### src/hdl/rmts_pkg.sv
package rmts_pkg;

  localparam int unsigned DEF_NUM_TASKS = 4;
  localparam int unsigned DEF_TIME_BITS = 16;

  // Only four tasks can be set up through the configuration port.
  localparam int unsigned SETUP_TASKS = 4;

  localparam int unsigned FIELD_W    = 16;
  localparam int unsigned CFG_IDX_W  = 3;
  localparam int unsigned CFG_DATA_W = 48;
  localparam int unsigned ACTIVE_W   = 3;
  localparam int unsigned RUN_W      = 2;
  localparam int unsigned MASK_W     = 4;

  localparam logic [ACTIVE_W-1:0] ACTIVE_RESET = 3'd4;
  localparam logic [FIELD_W-1:0]  SAT_MAX      = 16'hFFFF;

  typedef enum logic [CFG_IDX_W-1:0] {
    REG_ACTIVE = 3'd0,
    REG_TASK0  = 3'd1,
    REG_TASK1  = 3'd2,
    REG_TASK2  = 3'd3,
    REG_TASK3  = 3'd4
  } cfg_reg_e;

  typedef struct packed {
    logic [RUN_W-1:0]   running_task;
    logic               cpu_idle;
    logic               preempted;
    logic               finished;
    logic [FIELD_W-1:0] finished_wait;
    logic [MASK_W-1:0]  missed_mask;
    logic               all_done;
    logic [FIELD_W-1:0] completions_total;
    logic [FIELD_W-1:0] misses_total;
  } res_t;

endpackage

### src/hdl/rmts_cfg.sv
module rmts_cfg #(
  parameter int unsigned NUM_TASKS = rmts_pkg::DEF_NUM_TASKS
) (
  input  logic                               clk_i,
  input  logic                               rst_ni,
  input  logic                               cfg_valid_i,
  output logic                               cfg_ready_o,
  input  logic [rmts_pkg::CFG_IDX_W-1:0]     cfg_index_i,
  input  logic [rmts_pkg::CFG_DATA_W-1:0]    cfg_data_i,
  output logic [NUM_TASKS-1:0]               en_o,
  output logic [rmts_pkg::FIELD_W-1:0]       per_o [NUM_TASKS],
  output logic [rmts_pkg::FIELD_W-1:0]       exe_o [NUM_TASKS],
  output logic [rmts_pkg::FIELD_W-1:0]       cnt_o [NUM_TASKS]
);
  import rmts_pkg::*;

  localparam int unsigned SETUP_N = (NUM_TASKS < SETUP_TASKS) ? NUM_TASKS : SETUP_TASKS;

  logic [ACTIVE_W-1:0] active_q;
  logic                wr;

  assign cfg_ready_o = 1'b1;
  assign wr          = cfg_valid_i & cfg_ready_o;

  always_ff @(posedge clk_i or negedge rst_ni) begin
    if (!rst_ni) begin
      active_q <= ACTIVE_RESET;
    end else if (wr && cfg_index_i == REG_ACTIVE) begin
      active_q <= cfg_data_i[ACTIVE_W-1:0];
    end
  end

  for (genvar t = 0; t < NUM_TASKS; t++) begin : g_task
    if (t < SETUP_N) begin : g_setup
      logic [CFG_DATA_W-1:0] setup_q;

      always_ff @(posedge clk_i or negedge rst_ni) begin
        if (!rst_ni) begin
          setup_q <= '0;
        end else if (wr && cfg_index_i == CFG_IDX_W'(int'(REG_TASK0) + t)) begin
          setup_q <= cfg_data_i;
        end
      end

      assign per_o[t] = setup_q[FIELD_W-1:0];
      assign exe_o[t] = setup_q[2*FIELD_W-1:FIELD_W];
      assign cnt_o[t] = setup_q[3*FIELD_W-1:2*FIELD_W];
    end else begin : g_none
      assign per_o[t] = '0;
      assign exe_o[t] = '0;
      assign cnt_o[t] = '0;
    end

    // A task takes part when it lies below the active count and has a period.
    assign en_o[t] = (int'(active_q) > t) && (per_o[t] != '0);
  end

endmodule

### src/hdl/rmts_pick.sv
module rmts_pick #(
  parameter int unsigned NUM_TASKS = rmts_pkg::DEF_NUM_TASKS,
  localparam int unsigned IDX_W = (NUM_TASKS > 1) ? $clog2(NUM_TASKS) : 1
) (
  input  logic [NUM_TASKS-1:0]         ready_i,
  input  logic [rmts_pkg::FIELD_W-1:0] per_i [NUM_TASKS],
  output logic                         found_o,
  output logic [IDX_W-1:0]             idx_o
);
  import rmts_pkg::*;

  localparam int unsigned LEAVES = 1 << IDX_W;

  typedef struct packed {
    logic               vld;
    logic [FIELD_W-1:0] per;
    logic [IDX_W-1:0]   idx;
  } node_t;

  node_t node [1:2*LEAVES-1];

  // Tournament tree: the left child holds the lower indices, so it wins ties.
  always_comb begin
    for (int l = 0; l < LEAVES; l++) begin
      if (l < NUM_TASKS) begin
        node[LEAVES+l] = '{vld: ready_i[l], per: per_i[l], idx: IDX_W'(l)};
      end else begin
        node[LEAVES+l] = '{vld: 1'b0, per: '0, idx: IDX_W'(l)};
      end
    end
    for (int n = LEAVES - 1; n >= 1; n--) begin
      if (node[2*n].vld && (!node[2*n+1].vld || node[2*n].per <= node[2*n+1].per)) begin
        node[n] = node[2*n];
      end else begin
        node[n] = node[2*n+1];
      end
    end
  end

  assign found_o = node[1].vld;
  assign idx_o   = node[1].idx;

endmodule

### src/hdl/rate_monotonic_tick_scheduler_top.sv
// Rate-monotonic tick scheduler for up to four periodic tasks.
// Configuration channel: cfg_valid_i/cfg_ready_o with cfg_index_i and cfg_data_i.
// Index 0 sets the number of active tasks, indexes 1 to 4 the setup word of
// tasks 0 to 3 (period, execution time, job count). The port is always ready;
// write it only while no tick is in flight.
// Input channel: in_valid_i/in_stall_o carry one tick; advance_i = 1 moves the
// schedule on by one time unit, 0 only reports the current choice.
// Output channel: out_valid_o/out_stall_i carry one result per tick.
// One tick is accepted every cycle while in_stall_o is low. A tick is held in the
// input register; its whole per-tick update (release, shortest-period select and
// counter updates) is computed from there and written into the result register
// once the result register is empty or its result is being taken.
// While the receiver stalls, the result register holds its value and one more
// tick may wait in the input register; after that in_stall_o rises.
// Reset clears all task state, the totals and both pipeline stages, sets the
// active count to four and every setup word to zero.
module rate_monotonic_tick_scheduler_top #(
  parameter int unsigned NUM_TASKS = rmts_pkg::DEF_NUM_TASKS,
  parameter int unsigned TIME_BITS = rmts_pkg::DEF_TIME_BITS
) (
  input  logic                            clk_i,
  input  logic                            rst_ni,
  input  logic                            cfg_valid_i,
  output logic                            cfg_ready_o,
  input  logic [rmts_pkg::CFG_IDX_W-1:0]  cfg_index_i,
  input  logic [rmts_pkg::CFG_DATA_W-1:0] cfg_data_i,
  input  logic                            in_valid_i,
  output logic                            in_stall_o,
  input  logic                            advance_i,
  output logic                            out_valid_o,
  input  logic                            out_stall_i,
  output logic [rmts_pkg::RUN_W-1:0]      running_task_o,
  output logic                            cpu_idle_o,
  output logic                            preempted_o,
  output logic                            finished_o,
  output logic [rmts_pkg::FIELD_W-1:0]    finished_wait_o,
  output logic [rmts_pkg::MASK_W-1:0]     missed_mask_o,
  output logic                            all_done_o,
  output logic [rmts_pkg::FIELD_W-1:0]    completions_total_o,
  output logic [rmts_pkg::FIELD_W-1:0]    misses_total_o
);
  import rmts_pkg::*;

  localparam int unsigned IDX_W = (NUM_TASKS > 1) ? $clog2(NUM_TASKS) : 1;
  localparam int unsigned CW    = (TIME_BITS > FIELD_W) ? TIME_BITS : FIELD_W;
  localparam int unsigned PW    = (TIME_BITS + 1 > FIELD_W) ? TIME_BITS + 1 : FIELD_W;
  localparam int unsigned MC_W  = $clog2(NUM_TASKS + 1);

  // Configuration.
  logic [NUM_TASKS-1:0] en;
  logic [FIELD_W-1:0]   per [NUM_TASKS];
  logic [FIELD_W-1:0]   exe [NUM_TASKS];
  logic [FIELD_W-1:0]   cnt [NUM_TASKS];

  rmts_cfg #(.NUM_TASKS(NUM_TASKS)) u_cfg (
    .clk_i       (clk_i),
    .rst_ni      (rst_ni),
    .cfg_valid_i (cfg_valid_i),
    .cfg_ready_o (cfg_ready_o),
    .cfg_index_i (cfg_index_i),
    .cfg_data_i  (cfg_data_i),
    .en_o        (en),
    .per_o       (per),
    .exe_o       (exe),
    .cnt_o       (cnt)
  );

  // Pipeline control.
  logic s1_vld_q, adv_q, out_vld_q;
  logic fire, in_acc;
  res_t res_q, res_d;

  assign fire       = s1_vld_q & (~out_vld_q | ~out_stall_i);
  assign in_stall_o = s1_vld_q & ~fire;
  assign in_acc     = in_valid_i & ~in_stall_o;

  always_ff @(posedge clk_i or negedge rst_ni) begin
    if (!rst_ni) begin
      s1_vld_q  <= 1'b0;
      out_vld_q <= 1'b0;
    end else begin
      if (in_acc) begin
        s1_vld_q <= 1'b1;
      end else if (fire) begin
        s1_vld_q <= 1'b0;
      end
      if (fire) begin
        out_vld_q <= 1'b1;
      end else if (!out_stall_i) begin
        out_vld_q <= 1'b0;
      end
    end
  end

  always_ff @(posedge clk_i) begin
    if (in_acc) begin
      adv_q <= advance_i;
    end
    if (fire) begin
      res_q <= res_d;
    end
  end

  // Task state.
  logic [TIME_BITS-1:0] phase_q [NUM_TASKS];
  logic [TIME_BITS-1:0] rem_q   [NUM_TASKS];
  logic [TIME_BITS-1:0] rel_q   [NUM_TASKS];
  logic [TIME_BITS-1:0] age_q   [NUM_TASKS];
  logic [TIME_BITS-1:0] phase_nx [NUM_TASKS];
  logic [TIME_BITS-1:0] rem_rel  [NUM_TASKS];
  logic [TIME_BITS-1:0] age_rel  [NUM_TASKS];
  logic [TIME_BITS-1:0] rem_nx   [NUM_TASKS];
  logic [TIME_BITS-1:0] rel_nx   [NUM_TASKS];
  logic [TIME_BITS-1:0] age_nx   [NUM_TASKS];
  logic [FIELD_W-1:0]   wait_sat [NUM_TASKS];

  logic [NUM_TASKS-1:0] miss, rls, ready, gnt, fin_vec, pre_vec, done_vec;

  logic [RUN_W-1:0]   lr_q;
  logic               lrv_q;
  logic [FIELD_W-1:0] cmp_q, mc_q;

  logic             found;
  logic [IDX_W-1:0] pick_idx;

  for (genvar i = 0; i < NUM_TASKS; i++) begin : g_task
    logic bnd, lr_hit;

    // A period boundary drops an unfinished job and releases the next one while the job count is not reached.
    assign bnd    = adv_q & en[i] & (phase_q[i] == '0);
    assign miss[i] = bnd & (rem_q[i] != '0);
    assign rls[i]  = bnd & (CW'(rel_q[i]) < CW'(cnt[i]));

    assign rem_rel[i] = rls[i] ? TIME_BITS'(exe[i]) : (miss[i] ? '0 : rem_q[i]);
    assign age_rel[i] = rls[i] ? '0 : age_q[i];
    assign rel_nx[i]  = rls[i] ? rel_q[i] + 1'b1 : rel_q[i];

    always_comb begin
      phase_nx[i] = phase_q[i];
      if (adv_q && en[i]) begin
        if (PW'(phase_q[i]) + PW'(1) >= PW'(per[i])) begin
          phase_nx[i] = '0;
        end else begin
          phase_nx[i] = phase_q[i] + 1'b1;
        end
      end
    end

    assign ready[i] = en[i] & (rem_rel[i] != '0);
    assign gnt[i]   = adv_q & found & (pick_idx == IDX_W'(i));

    assign rem_nx[i] = gnt[i] ? rem_rel[i] - 1'b1 : rem_rel[i];
    assign age_nx[i] = (adv_q & ready[i] & ~gnt[i] & ~(&age_rel[i])) ?
                       age_rel[i] + 1'b1 : age_rel[i];

    assign fin_vec[i]  = gnt[i] & (rem_rel[i] == TIME_BITS'(1));
    assign wait_sat[i] = (CW'(age_rel[i]) > CW'(SAT_MAX)) ? SAT_MAX : FIELD_W'(age_rel[i]);

    assign lr_hit     = (i < (1 << RUN_W)) && (int'(lr_q) == i);
    assign pre_vec[i] = adv_q & lrv_q & lr_hit & en[i] & ~miss[i] &
                        (rem_rel[i] != '0) & ~gnt[i];

    assign done_vec[i] = ~en[i] | ((CW'(rel_nx[i]) >= CW'(cnt[i])) & (rem_nx[i] == '0));

    always_ff @(posedge clk_i or negedge rst_ni) begin
      if (!rst_ni) begin
        phase_q[i] <= '0;
        rem_q[i]   <= '0;
        rel_q[i]   <= '0;
        age_q[i]   <= '0;
      end else if (fire) begin
        phase_q[i] <= phase_nx[i];
        rem_q[i]   <= rem_nx[i];
        rel_q[i]   <= rel_nx[i];
        age_q[i]   <= age_nx[i];
      end
    end
  end

  rmts_pick #(.NUM_TASKS(NUM_TASKS)) u_pick (
    .ready_i (ready),
    .per_i   (per),
    .found_o (found),
    .idx_o   (pick_idx)
  );

  // Shared counters and result.
  logic               fin;
  logic [FIELD_W-1:0] fwait;
  logic [MASK_W-1:0]  mmask;
  logic [MC_W-1:0]    n_miss;
  logic [FIELD_W:0]   mc_sum;
  logic [FIELD_W-1:0] mc_d, cmp_d;
  logic [RUN_W-1:0]   lr_d;
  logic               lrv_d;

  assign fin    = |fin_vec;
  assign n_miss = MC_W'($countones(miss));
  assign mc_sum = (FIELD_W+1)'(mc_q) + (FIELD_W+1)'(n_miss);
  assign mc_d   = mc_sum[FIELD_W] ? SAT_MAX : mc_sum[FIELD_W-1:0];
  assign cmp_d  = (fin && cmp_q != SAT_MAX) ? cmp_q + 1'b1 : cmp_q;

  always_comb begin
    fwait = '0;
    for (int i = 0; i < NUM_TASKS; i++) begin
      if (fin_vec[i]) begin
        fwait = wait_sat[i];
      end
    end
    for (int b = 0; b < MASK_W; b++) begin
      mmask[b] = (b < NUM_TASKS) ? miss[b] : 1'b0;
    end
  end

  always_comb begin
    lr_d  = lr_q;
    lrv_d = lrv_q;
    if (adv_q) begin
      lrv_d = found & ~fin;
      if (found) begin
        lr_d = RUN_W'(pick_idx);
      end
    end
  end

  always_ff @(posedge clk_i or negedge rst_ni) begin
    if (!rst_ni) begin
      lr_q  <= '0;
      lrv_q <= 1'b0;
      cmp_q <= '0;
      mc_q  <= '0;
    end else if (fire) begin
      lr_q  <= lr_d;
      lrv_q <= lrv_d;
      cmp_q <= cmp_d;
      mc_q  <= mc_d;
    end
  end

  always_comb begin
    res_d.running_task      = found ? RUN_W'(pick_idx) : '0;
    res_d.cpu_idle          = ~found;
    res_d.preempted         = |pre_vec;
    res_d.finished          = fin;
    res_d.finished_wait     = fwait;
    res_d.missed_mask       = mmask;
    res_d.all_done          = &done_vec;
    res_d.completions_total = cmp_d;
    res_d.misses_total      = mc_d;
  end

  assign out_valid_o         = out_vld_q;
  assign running_task_o      = res_q.running_task;
  assign cpu_idle_o          = res_q.cpu_idle;
  assign preempted_o         = res_q.preempted;
  assign finished_o          = res_q.finished;
  assign finished_wait_o     = res_q.finished_wait;
  assign missed_mask_o       = res_q.missed_mask;
  assign all_done_o          = res_q.all_done;
  assign completions_total_o = res_q.completions_total;
  assign misses_total_o      = res_q.misses_total;

endmodule

### config.mk
export PLATFORM = sky130hd
export DESIGN_NAME = rate_monotonic_tick_scheduler_top
export DESIGN_NICKNAME = d
export VERILOG_FILES = /design/src/hdl/rmts_pkg.sv /design/src/hdl/rmts_cfg.sv /design/src/hdl/rmts_pick.sv /design/src/hdl/rate_monotonic_tick_scheduler_top.sv
export SDC_FILE = /design/constraint.sdc
export NUM_CORES = 2
export LEC_CHECK = 0
export BUFFER_PORTS_ARGS = -buffer_cell sky130_fd_sc_hd__buf_2
export CORE_MARGIN = 4
export CORE_UTILIZATION = 35
export CTS_BUF_LIST = sky130_fd_sc_hd__clkbuf_4
export DETAILED_ROUTE_END_ITERATION = 10
export PLACE_DENSITY = 0.53
export REMOVE_ABC_BUFFERS = 1
export SYNTH_ARGS = -nofsm -noshare
export SYNTH_HDL_FRONTEND = slang
export SYNTH_HIERARCHICAL = 1
export SYNTH_SLANG_ARGS = --single-unit
### constraint.sdc
create_clock -name clk_i -period 8.2 [get_ports clk_i]
set_input_delay 1.64 -clock clk_i [delete_from_list [all_inputs] [get_ports clk_i]]
set_output_delay 1.64 -clock clk_i [all_outputs]
set_load 0.01 [all_outputs]
==> metrics <==
CP endpoint kind flop; iteration count of the initial detailed-routing pass 6; CTS tree yes; Primary FF master, synth dfrtp_1; max_slew headroom 0.202; Pleak 18.9 nW; Layout Skew 0.0974 ns; Syn. warnings 6; Fin. Hold Viols 0; Detailed Place HPWL 79.3 mm; Post-synth EDFFs 59; largest net degree at the start of global routing 150; post-layout min period 7.90 ns; Max Cap Viol 0; final number of setup-violating endpoints 0; Power Density 267 mW/mm2; Synth Cell Area 0.0351 mm2; power after layout 10.7 mW; ys async rst share 0.892; worst setup path class reg -> reg; Crit path required time 9.04 ns; #FFs+latches synth 547; Critical Path Max Stage Delay 0.88 ns; Fillers 10100; post-route ant nets 0; Worst Max-Slew Pin Slew 1.20 ns; synth top area cells dfrtp_1 (35%), ha_1 (9.3%), edfxtp_1 (5.0%), nand2_1 (4.8%), mux2_2 (4.4%); most area-hungry cell type in the Yosys netlist dfrtp_1; Starting DRT DRC Count 2229; Final Cycle Share 0.963; Initial Utilization 0.355; Final Util 0.406; Slew Limit Fails 0; top cell type's share of synthesized area 0.347; DP Area 0.0380 mm2; register area share after synthesis 0.398; Reg clk slew, reported paths 0.07 ns; final instance area 0.0402 mm2; Max clock buf depth 3; worst hold path type reg -> reg; PortBufs 116; worst skew pair latency 1.06 ns; initial antenna violation count 17; Fmax achieved 127 MHz; Gate Count Post-Synth 3668; IO Count 118; H-tree depth 4; Total GRT Usage 0.204; Critical-path top delay cell o21ai_0; Critical Path Fanout Max 9; Yosys cell types 111; hold-fix buffers at CTS 0; share of cells above drive strength 1 0.184; DR vias 29000; Critical Path AT 8.74 ns; drt wl/cell 20.2 um; DRC 0; status finished, final reports clean; die area 0.105 mm2; clock sink total 547; number of global-route vias before repair 28900; syn avg cell area 9.58 um2; most frequent cell on the critical path buf_4; Via density 5.38; WL final 109 mm; CTS root buffer clkbuf_4; Final GP Congestion 0.945; Area Growth Syn to Fin 14.5%; CP startpoint kind flop; core box area 0.0990 mm2; Place WS 0.0313 ns; GR Overflow Total 0; Die Wd 325 um; TritonCTS buffer count 158; Die Y 325 um; worst vdd ir 0.123 mV; first-pass GRT wire length 170 mm; setup_tns 0 ns; final worst slack 0.299 ns; row count 115; Nets 4304
[sequential cells by signal, summed over array words and instances, names as in the netlist]
signal                        count
u_cfg/g_task.g_setup.setup_q    192
age_q                            64
phase_q                          64
rel_q                            64
rem_q                            64
cmp_q                            16
completions_total_o              16
finished_wait_o                  16
mc_q                             16
misses_total_o                   16
missed_mask_o                     4
u_cfg/active_q                    3
lr_q                              2
running_task_o                    2
adv_q                             1
all_done_o                        1
cpu_idle_o                        1
finished_o                        1
lrv_q                             1
out_valid_o                       1
preempted_o                       1
s1_vld_q                          1
[Yosys cell counts (14+ instances only)]
cell type / n
mux2_1: 80
nand4_1: 75
or3_1: 29
o211ai_1: 31
buf_2: 21
edfxtp_1: 59
dfrtp_1: 487
ha_1: 262
o21a_1: 30
nor3_1: 73
xor2_1: 139
nor4_1: 45
a21oi_1: 153
mux2_2: 136
o21ai_0: 164
inv_1: 212
xnor2_1: 145
a21o_1: 62
a22oi_1: 31
nand2_1: 450
a31oi_1: 36
nand3_1: 148
nor2_1: 198
and2_1: 23
nand2b_1: 31
nor2b_1: 25
clkbuf_1: 80
nor3b_1: 20
and3_1: 66
mux2i_1: 38
o31ai_1: 14
[final cells by class]
type	count	area, um2	share of cell area
Multi-Input combinational cell	2779	19900	0.494
Sequential cell	547	14000	0.348
Timing Repair Buffer	283	1880	0.0467
Clock buffer	228	1710	0.0426
Tap cell	1287	1610	0.0400
Inverter	213	805	0.0200
Clock inverter	52	317	0.00787
Antenna cell	11	27.5	0.000685
[cells by family (layout without fill, tap and decap cells)]
logic type | after synthesis | count (layout) | synth area share
buffers and inverters | 342 | 776 | 0.0402
DFF | 547 | 547 | 0.398
and+or+nand+nor | 1256 | 1256 | 0.175
AOI/OAI and AO/OA | 710 | 710 | 0.136
adders and majority gates | 265 | 265 | 0.0950
xor gates and xnor gates | 284 | 284 | 0.0708
muxes | 263 | 263 | 0.0839
other | 1 | 12 | 0.000107
[layout by cell type, fill, tap and decap left out, types with 80 or more instances in the layout]
cell type  synthesis  routed
xnor2_1          145     145
mux2_1            80      80
dfrtp_1          487     487
o21ai_0          164     163
nand3_1          148     147
nor2_1           198     196
buf_2             21     115
buf_4             13     163
nand2_1          450     449
a21oi_1          153     151
clkbuf_4           0     228
xor2_1           139     139
inv_1            212     211
ha_1             262     262
mux2_2           136     136
[path summary, 6_finish.rpt]
| check | start | to | slack, ns | cells after the start |
|---|---|---|---|---|
| min in group asynchronous | rst_ni | u_cfg/g_task[0].g_setup.setup_q[37] | 0.56 | 1 |
| hold / removal | u_cfg/g_task[0].g_setup.setup_q[45] | u_cfg/g_task[0].g_setup.setup_q[45] | 0.49 | 1 |
| setup reg to reg | rel_q[30] | all_done_o | 0.30 | 31 |
| hold reg to reg | u_cfg/g_task[0].g_setup.setup_q[45] | u_cfg/g_task[0].g_setup.setup_q[45] | 0.49 | 1 |
| setup / recovery | rel_q[30] | all_done_o | 0.30 | 31 |
| max in group asynchronous | rst_ni | age_q[23] | 6.23 | 2 |
[metal layers]
| metal | share of wire | vias to the layer above | track usage |
|---|---|---|---|
| met2 | 0.45 | 774 | 0.319 |
| met1 | 0.47 | 14100 | 0.282 |
| met3 | 0.059 | 157 | 0.0442 |
| li1 | - | 14000 | - |
| met5 | 0.00038 | - | 0 |
| met4 | 0.024 | 6 | 0.0632 |
[stage by stage]
step / instances / hold WS, ns
floorplan: 3539 / 0.450
global route: 5393 / 0.509
finish: 5400 / 0.486
CTS: 5379 / 0.470
global placement: 5099 / 0.469
detailed placement: 5099 / 0.476
[critical path, delay by kind of cell (launching register included)]
| kind | cells | cell delay (ns) |
|---|---|---|
| DFF | 1 | 0.43 |
| buffers and inverters | 7 | 1.05 |
| adders and majority gates | 3 | 0.82 |
| xor gates and xnor gates | 1 | 0.13 |
| and+or+nand+nor | 6 | 1.27 |
| AOI/OAI and AO/OA | 13 | 3.77 |
| muxes | 1 | 0.24 |
[report_power, final]
part / total [mW] / switching (mW) / internal (mW)
Clock: 2.65 / 1.29 / 1.36
Combinational: 4.22 / 2.40 / 1.82
Sequential: 3.86 / 0.576 / 3.28
[what timing repair did]
item | 4_1_cts | 5_1_grt
endpoints found under the setup margin | 1 | 30
setup buffers | 0 | 10
resized for setup | 4 | 19
pin swaps | 0 | 3
Power figures use the tool's default switching activity.
